`src/rtl/dll_pkg.sv`:
```
// types and codes shared by the doubly linked list engine
`default_nettype none
package dll_pkg;
    // command codes
    localparam logic [2:0] OP_INS_HEAD  = 3'd0;
    localparam logic [2:0] OP_INS_TAIL  = 3'd1;
    localparam logic [2:0] OP_INS_AFTER = 3'd2;
    localparam logic [2:0] OP_DELETE    = 3'd3;
    localparam logic [2:0] OP_READ_FWD  = 3'd4;
    localparam logic [2:0] OP_READ_REV  = 3'd5;
    // status codes
    localparam logic [2:0] ST_OK       = 3'd0;
    localparam logic [2:0] ST_BEYOND   = 3'd1;
    localparam logic [2:0] ST_NOTFOUND = 3'd2;
    localparam logic [2:0] ST_EMPTY    = 3'd3;
    localparam logic [2:0] ST_FULL     = 3'd4;
    // most results one read gives
    localparam int MAX_RESULTS = 32;
    // input item: opcode, position, value
    typedef struct packed {
        logic signed [31:0] value;
        logic signed [15:0] position;
        logic [2:0]         opcode;
    } dll_cmd_t;
endpackage
`default_nettype wire

```
`src/rtl/doubly_linked_list_engine_core.sv`:
```
// top level of the doubly linked list engine
//
// channel  dir  tdata (low bit up)                      tlast
// s_axis   in   opcode[2:0] position[18:3] value[50:19] -
// m_axis   out  status[2:0] element[34:3]               last
//
// insert at head or tail: free-slot search (up to CAPACITY slots tried), then the node is
// written (S_LINK) and its neighbor links patched (S_FIX), then the result.
// insert-after and delete walk the list node by node (read issue, registered data), and
// insert-after then adds the free-slot search.
// reads give one element at a time (read issue, registered data, output), at most MAX_RESULTS.
// s_axis_tready is high only in idle, from the cycle after the final result is taken; a stalled
// result holds the engine in place; reset clears links to empty, no sweep.
`default_nettype none
module doubly_linked_list_engine_core #(
    parameter int CAPACITY = 32
) (
    input  wire         aclk,
    input  wire         aresetn,
    input  wire         s_axis_tvalid,
    output logic        s_axis_tready,
    input  wire  [55:0] s_axis_tdata,  // opcode, position, value, zero fill
    output logic        m_axis_tvalid,
    input  wire         m_axis_tready,
    output logic [39:0] m_axis_tdata,  // status, element, zero fill
    output logic        m_axis_tlast
);
    import dll_pkg::*;

    localparam int IW = $clog2(CAPACITY);
    localparam int LW = $clog2(CAPACITY + 1);
    localparam logic [LW-1:0] NIL = LW'(CAPACITY);
    localparam int KW = $clog2(MAX_RESULTS);

    // states
    localparam logic [3:0] S_IDLE  = 4'd0;
    localparam logic [3:0] S_FREE  = 4'd1;  // free-slot search
    localparam logic [3:0] S_WALK  = 4'd2;  // issue read of cur
    localparam logic [3:0] S_WDAT  = 4'd3;  // read data of cur
    localparam logic [3:0] S_LINK  = 4'd4;  // write new node
    localparam logic [3:0] S_FIX   = 4'd5;  // patch neighbor link
    localparam logic [3:0] S_DEL1  = 4'd6;  // patch prev and next neighbors
    localparam logic [3:0] S_DEL2  = 4'd7;  // set ok status
    localparam logic [3:0] S_OUT   = 4'd8;  // result waiting
    localparam logic [3:0] S_ROUT  = 4'd9;  // read element waiting

    // node memory, one read port with registered data
    logic [31:0]   val_mem  [CAPACITY];
    logic [LW-1:0] next_mem [CAPACITY];
    logic [LW-1:0] prev_mem [CAPACITY];
    logic [31:0]   rd_val;
    logic [LW-1:0] rd_next, rd_prev;
    logic [IW-1:0] rd_addr;
    logic          rd_en;

    logic [CAPACITY-1:0] used_reg;
    logic [LW-1:0] head_reg, tail_reg, count_reg;
    logic [3:0]    state_reg;
    dll_cmd_t      cmd_reg;
    logic [LW-1:0] cur_reg, slot_reg, nb_reg, pv_reg;
    logic [IW-1:0] scan_reg;
    logic [15:0]   steps_reg;
    logic [KW-1:0] k_reg;
    logic [2:0]    st_reg;
    logic [31:0]   el_reg;
    logic          last_reg;

    // write ports, one per array
    logic          we_val, we_next, we_prev;
    logic [IW-1:0] wa_val, wa_next, wa_prev;
    logic [31:0]   wd_val;
    logic [LW-1:0] wd_next, wd_prev;

    always_ff @(posedge aclk) begin
        if (rd_en) begin
            rd_val  <= val_mem[rd_addr];
            rd_next <= next_mem[rd_addr];
            rd_prev <= prev_mem[rd_addr];
        end
        if (we_val)  val_mem[wa_val]   <= wd_val;
        if (we_next) next_mem[wa_next] <= wd_next;
        if (we_prev) prev_mem[wa_prev] <= wd_prev;
    end

    assign s_axis_tready = (state_reg == S_IDLE);
    assign m_axis_tvalid = (state_reg == S_OUT) || (state_reg == S_ROUT);
    assign m_axis_tdata  = {5'd0, el_reg, st_reg};
    assign m_axis_tlast  = last_reg;

    // read-walk direction link
    logic [LW-1:0] walk_nx;
    assign walk_nx = (cmd_reg.opcode == OP_READ_REV) ? rd_prev : rd_next;

    // memory port steering
    always_comb begin
        rd_en = 1'b0; rd_addr = cur_reg[IW-1:0];
        we_val = 1'b0; wa_val = slot_reg[IW-1:0]; wd_val = cmd_reg.value;
        we_next = 1'b0; wa_next = slot_reg[IW-1:0]; wd_next = NIL;
        we_prev = 1'b0; wa_prev = slot_reg[IW-1:0]; wd_prev = NIL;
        case (state_reg)
            S_WALK: rd_en = 1'b1;
            S_LINK: begin
                we_val = 1'b1; we_next = 1'b1; we_prev = 1'b1;
                if (cmd_reg.opcode == OP_INS_HEAD) begin
                    wd_next = head_reg; wd_prev = NIL;
                end else begin
                    // cur is predecessor or NIL, nb_reg its next
                    wd_prev = cur_reg; wd_next = nb_reg;
                end
            end
            S_FIX: begin
                if (cmd_reg.opcode == OP_INS_HEAD) begin
                    we_prev = (head_reg != NIL); wa_prev = head_reg[IW-1:0];
                    wd_prev = slot_reg;
                end else begin
                    we_next = (cur_reg != NIL); wa_next = cur_reg[IW-1:0];
                    wd_next = slot_reg;
                    we_prev = (nb_reg != NIL); wa_prev = nb_reg[IW-1:0];
                    wd_prev = slot_reg;
                end
            end
            S_DEL1: begin
                we_next = (pv_reg != NIL); wa_next = pv_reg[IW-1:0]; wd_next = nb_reg;
                we_prev = (nb_reg != NIL); wa_prev = nb_reg[IW-1:0]; wd_prev = pv_reg;
            end
            default: ;
        endcase
    end

    // control sequencer
    always_ff @(posedge aclk) begin
        if (!aresetn) begin
            state_reg <= S_IDLE;
            used_reg  <= '0;
            head_reg  <= NIL;
            tail_reg  <= NIL;
            count_reg <= '0;
        end else begin
            case (state_reg)
                S_IDLE: if (s_axis_tvalid) begin
                    cmd_reg   <= dll_cmd_t'(s_axis_tdata[50:0]);
                    scan_reg  <= '0;
                    steps_reg <= 16'd1;
                    k_reg     <= '0;
                    el_reg    <= '0;
                    last_reg  <= 1'b1;
                    case (s_axis_tdata[2:0])
                        OP_INS_HEAD, OP_INS_TAIL: begin
                            if (count_reg >= NIL) begin
                                st_reg <= ST_FULL; state_reg <= S_OUT;
                            end else state_reg <= S_FREE;
                            cur_reg <= tail_reg; nb_reg <= NIL;
                        end
                        OP_INS_AFTER: begin
                            if (s_axis_tdata[18:3] == 16'd0 || s_axis_tdata[18]
                                || {1'b0, s_axis_tdata[17:3]} > 16'(count_reg)) begin
                                st_reg <= ST_BEYOND; state_reg <= S_OUT;
                            end else if (count_reg >= NIL) begin
                                st_reg <= ST_FULL; state_reg <= S_OUT;
                            end else state_reg <= S_WALK;
                            cur_reg <= head_reg;
                        end
                        OP_DELETE: begin
                            if (head_reg == NIL) begin
                                st_reg <= ST_NOTFOUND; state_reg <= S_OUT;
                            end else state_reg <= S_WALK;
                            cur_reg <= head_reg;
                        end
                        OP_READ_FWD, OP_READ_REV: begin
                            if (head_reg == NIL) begin
                                st_reg <= ST_EMPTY; state_reg <= S_OUT;
                            end else state_reg <= S_WALK;
                            cur_reg <= (s_axis_tdata[2:0] == OP_READ_FWD) ? head_reg
                                                                           : tail_reg;
                        end
                        default: ;
                    endcase
                end
                S_WALK: state_reg <= S_WDAT;
                S_WDAT: begin
                    case (cmd_reg.opcode)
                        OP_INS_AFTER: begin
                            if (steps_reg == cmd_reg.position) begin
                                nb_reg <= rd_next; state_reg <= S_FREE;
                            end else begin
                                cur_reg <= rd_next; steps_reg <= steps_reg + 16'd1;
                                state_reg <= S_WALK;
                            end
                        end
                        OP_DELETE: begin
                            if (rd_val == cmd_reg.value) begin
                                pv_reg <= rd_prev; nb_reg <= rd_next;
                                state_reg <= S_DEL1;
                            end else if (rd_next == NIL) begin
                                st_reg <= ST_NOTFOUND; state_reg <= S_OUT;
                            end else begin
                                cur_reg <= rd_next; state_reg <= S_WALK;
                            end
                        end
                        default: begin
                            st_reg   <= ST_OK;
                            el_reg   <= rd_val;
                            last_reg <= (walk_nx == NIL)
                                        || (k_reg == KW'(MAX_RESULTS - 1));
                            cur_reg  <= walk_nx;
                            state_reg <= S_ROUT;
                        end
                    endcase
                end
                S_FREE: begin
                    if (!used_reg[scan_reg]) begin
                        slot_reg <= LW'(scan_reg);
                        used_reg[scan_reg] <= 1'b1;
                        count_reg <= count_reg + 1'b1;
                        state_reg <= S_LINK;
                    end else scan_reg <= scan_reg + 1'b1;
                end
                S_LINK: state_reg <= S_FIX;
                S_FIX: begin
                    if (cmd_reg.opcode == OP_INS_HEAD) begin
                        if (head_reg == NIL) tail_reg <= slot_reg;
                        head_reg <= slot_reg;
                    end else begin
                        if (cur_reg == NIL) head_reg <= slot_reg;
                        if (nb_reg == NIL) tail_reg <= slot_reg;
                    end
                    st_reg <= ST_OK; state_reg <= S_OUT;
                end
                S_DEL1: begin
                    if (pv_reg == NIL) head_reg <= nb_reg;
                    if (nb_reg == NIL) tail_reg <= pv_reg;
                    used_reg[cur_reg[IW-1:0]] <= 1'b0;
                    count_reg <= count_reg - 1'b1;
                    state_reg <= S_DEL2;
                end
                S_DEL2: begin
                    st_reg <= ST_OK; state_reg <= S_OUT;
                end
                S_OUT: if (m_axis_tready) state_reg <= S_IDLE;
                S_ROUT: if (m_axis_tready) begin
                    if (last_reg) state_reg <= S_IDLE;
                    else begin
                        k_reg <= k_reg + 1'b1; state_reg <= S_WALK;
                    end
                end
                default: state_reg <= S_IDLE;
            endcase
        end
    end
endmodule
`default_nettype wire

```
`config.mk`:
```
export PLATFORM = sky130hd
export DESIGN_NAME = doubly_linked_list_engine_core
export DESIGN_NICKNAME = d
export VERILOG_FILES = /design/src/rtl/dll_pkg.sv /design/src/rtl/doubly_linked_list_engine_core.sv
export SDC_FILE = /design/constraint.sdc
export NUM_CORES = 2
export LEC_CHECK = 0
export BUFFER_PORTS_ARGS = -buffer_cell sky130_fd_sc_hd__buf_2
export CORE_AREA = 8 8 478 363
export CTS_BUF_LIST = sky130_fd_sc_hd__clkbuf_4
export CTS_CLUSTER_SIZE = 12
export DETAILED_ROUTE_END_ITERATION = 12
export DIE_AREA = 0 0 486 371
export HOLD_SLACK_MARGIN = 0.15
export PLACE_DENSITY = 0.64
export SLEW_MARGIN = 25
export SYNTH_ARGS = -nofsm -noshare
export SYNTH_HDL_FRONTEND = slang
export SYNTH_SLANG_ARGS = --single-unit
```
`constraint.sdc`:
```
create_clock -name aclk -period 10.71 [get_ports aclk]
set_clock_uncertainty 0.15 [all_clocks]
set_input_delay 1.6065 -clock aclk [delete_from_list [all_inputs] [get_ports aclk]]
set_output_delay 1.6065 -clock aclk [all_outputs]
set_load 0.05 [all_outputs]
```
==> implementation parameters <==
Parameter                              Value

Status
  Run status ... complete, no violations

Timing
  Final-layout worst hold slack ... 0.3314 ns
  Worst max-slew margin expressed relative to the limit ... 26.12%
  Slew at the pin with the worst max-slew slack ... 1.108 ns
  Number of endpoints failing setup at the final stage ... 0
  Slew Viols, Final ... 0
  Hold Vio Cnt, Final ... 0
  Setup tns final ... 0 ns
  Maximum clock frequency ... 0.2149 GHz
  Period utilization ... 43.44%
  RSZ-0062 raised after global routing ... false
  Time the worst path needs with I/O delays and setup ... 4.653 ns

Floorplanning
  Floorplan die height ... 371 um
  Starting utilization of the core area ... 38.67%
  Number of top-level design ports ... 103
  Full die area ... 180300 um^2
  Placeable Area ... 166100 um^2
  Die span in x ... 486 um
  Std-Cell Rows ... 130

Global routing
  Maximum number of pins on one net before global-route repair ... 163
  Wire length of the first global-routing pass ... 233700 um
  Number of global-route vias before repair ... 34670
  Overall overflow remaining after global route ... 0
  Gr usage total ... 17.53%
  Number of antenna violations at the first check in global routing ... 7

Synth
  Synth async-reset ratio ... 0%
  Sequential-to-total area share from yosys stat ... 75.93%
  Synthesized flop and latch total ... 1642
  Post-synthesis cell type with the largest combined area ... sky130_fd_sc_hd__edfxtp_1
  Multiplexer share of the synthesized area ... 12.77%
  Unique masters post-synth ... 69
  Number of instances in the synthesized netlist ... 3269
  Mean post-synth cell area ... 19.65 um^2
  Number of enable-type register cells in the synthesized netlist ... 1588
  Netlist area before placement ... 64230 um^2
  Share of synthesized cell area in and, or, nand and nor gates ... 4.379%
  Cell types with the highest counts after synthesis ... 1588 x sky130_fd_sc_hd__edfxtp_1, 354 x sky130_fd_sc_hd__mux4_2, 198 x sky130_fd_sc_hd__nor2_1, 178 x sky130_fd_sc_hd__a22oi_1, 143 x sky130_fd_sc_hd__nand2_1
  Flip-flop cell with the highest count after synthesis ... sky130_fd_sc_hd__edfxtp_1
  Count leader, synth ... sky130_fd_sc_hd__edfxtp_1
  Adder-cell area share of the yosys netlist ... 0.4208%
  Dominant combinational cell family by area after synthesis ... multiplexers
  Synthesis warning total ... 0
  Area share of xor/xnor cells in the synthesized design ... 0.9546%
  Top cells by area, synth ... sky130_fd_sc_hd__edfxtp_1 74%, sky130_fd_sc_hd__mux4_2 12%, sky130_fd_sc_hd__a22oi_1 2.1%, sky130_fd_sc_hd__dfxtp_1 1.7%, sky130_fd_sc_hd__nor2_1 1.2%
  Synth top area share ... 74.25%
  Compound-Gate Fraction of Synth Area ... 4.095%

Critical path
  Critical path launch point ... state_reg[1]
  Reg-to-reg critical path startpoint ... state_reg[1]
  CP endpoint kind ... primary output
  Startpoint types ... flip-flop
  Slowest-stage cell, CP ... sky130_fd_sc_hd__dfxtp_1
  Critical path's largest stage delay ... 0.47 ns
  Critical-path cell list ... nor2_2, nand2_1, inv_1, buf_2
  Type of the setup path with the least slack ... flip-flop to primary output
  Reg-to-reg slack, setup ... 6.36 ns
  R2R Path End ... next_mem[28][1]
  Required time at the endpoint of the critical path ... 8.95 ns
  Critical Path Sink ... s_axis_tready
  Data arrival time of the worst path ... 2.90 ns
  Worst-path fanout max ... 13
  Worst r2r path cells ... 6

Clocking
  Total number of clock tree sinks ... 1642
  Maximum buffer depth of the clock tree ... 4
  Post-CTS setup buffer count ... 0
  CTS buffer count ... 417
  Hold_buf cts ... 0
  TritonCTS clock tree ... done
  Resize count post-CTS ... 0
  Clk Latency, worst-skew pair ... 1.29 ns
  CTS root buffer ... sky130_fd_sc_hd__clkbuf_4
  CTS H-tree depth ... 5
  Clk slew on worst S/H paths ... 0.07 ns

Routing
  Met3 wire length ... 16170 um
  Sum of routed wire segments on met1 ... 65910 um
  DR pass1 iterations ... 6
  Max Used Layer ... met5
  Vias per Instance ... 5.512
  WL met2 ... 76290 um
  Total routed wirelength ... 162400 um
  Antenna-violating nets left ... 0
  Vias ... 34290
  Mean routed wirelength per cell ... 26.11 um
  Residual DRC ... 0
  Number of design-rule violations left by the first detailed-router iteration ... 3957

Pwr
  Clk network pwr share ... 36.6%
  Comb pwr share ... 9.9%
  Sequential share of power ... 53.5%
  Areal power density over the cells ... 190.7 nW/um^2
  Leakage power figure ... 23.87 nW
  Worst ir drop on vdd ... 88.08 uV
  Switching Share ... 24.93%
  Cell internal pwr ... 0.01042 W
  Sw Pwr ... 0.003460 W

Placed design
  Placer Congestion ... 0.8343
  Placed Area ... 67680 um^2
  Post-DP HPWL ... 82910 um
  Placed instance count ... 5511
  Port Buffers ... 92

Final layout
  Flip-flop count of the largest register after layout ... 1024
  Design area ... 72760 um^2
  Area growth syn-to-layout ... 13.29%
  Final non-filler cell total ... 6222
  Top flop regs ... val_mem (1024), next_mem (192), prev_mem (192)
  Share of cells above drive strength 1 ... 30.87%
  Fin nets ... 3770
  Register with the most flip-flops ... val_mem

Min path
  Class of the worst hold path ... flip-flop to flip-flop

Job
  Max Cap Violations ... 0
-- routing by layer --
metal | vias to the layer above | global-route usage (%)
met4 | 4 | 5.918
li1 | 14560 | -
met5 | - | 0
met3 | 294 | 4.860
met1 | 17690 | 23.76
met2 | 1746 | 27.44
-- metrics by stage --
stage | utilization (%) | power, W | worst slack, ns
2_1_floorplan | - | 0.008474 | 6.361
3_3_place_gp | 40.75 | 0.008910 | 6.251
3_5_place_dp | 40.76 | 0.008936 | 6.242
4_1_cts | 43.77 | 0.01401 | 5.926
5_1_grt | 43.82 | 0.01443 | 5.801
6_report | 43.82 | 0.01388 | 6.057
-- worst max-delay path: cells and delay by family, from the launching register on --
family        cells  cell delay (ns)
simple gates      2             0.67
buf+inv           2             0.54
flops             1             0.47
-- worst min path at each step --
stage | endpoint | slack, ns | from | depth (start not counted)
after detailed placement | pv_reg[2] | 0.32 | rd_prev[2] | 0
final | count_reg[2] | 0.33 | count_reg[2] | 2
after floorplan | slot_reg[3] | 0.27 | scan_reg[3] | 0
after global placement | used_reg[3] | 0.32 | used_reg[3] | 2
after CTS | wd_val[18] | 0.21 | s_axis_tdata[37] | 1
after global routing | wd_val[18] | 0.23 | s_axis_tdata[37] | 1
-- layout make-up --
cell class | count | area (um^2)
sequential | 1642 | 48770
clock inverter | 111 | 595.6
multi-input combinational | 1420 | 14880
antenna | 10 | 25.02
timing repair buffer | 180 | 1181
tap | 2244 | 2808
clock buffer | 587 | 4407
fill | 14310 | 93310
inverter | 28 | 105.1
-- cells in the final DEF (no fill, tap or decap), types with 53 or more instances in the layout --
cell type / synthesis / final
sky130_fd_sc_hd__a22oi_1: 178 / 178
sky130_fd_sc_hd__and2_1: 55 / 53
sky130_fd_sc_hd__buf_2: 41 / 92
sky130_fd_sc_hd__buf_4: 5 / 81
sky130_fd_sc_hd__clkbuf_4: 0 / 587
sky130_fd_sc_hd__clkinv_1: 0 / 89
sky130_fd_sc_hd__dfxtp_1: 54 / 54
sky130_fd_sc_hd__edfxtp_1: 1588 / 1588
sky130_fd_sc_hd__mux4_2: 354 / 354
sky130_fd_sc_hd__nand2_1: 143 / 142
sky130_fd_sc_hd__nor2_1: 198 / 162
-- cells by family after synthesis --
| kind of cell | count (synthesis) |
|---|---|
| other | 1 |
| muxes | 375 |
| buffers and inverters | 211 |
| xor gates and xnor gates | 70 |
| AOI/OAI and AO/OA | 366 |
| and+or+nand+nor | 583 |
| DFF | 1642 |
| adders and majority gates | 21 |
-- power groups by stage --
stage	Combinational, W	Clock, W	Sequential [W]
after floorplan	0.000871	0	0.00760
after global placement	0.00135	0	0.00756
after detailed placement	0.00137	0	0.00757
after CTS	0.00137	0.00521	0.00743
after global routing	0.00148	0.00552	0.00743
final	0.00138	0.00508	0.00742
No activity file was read; power rests on OpenSTA's default activity.
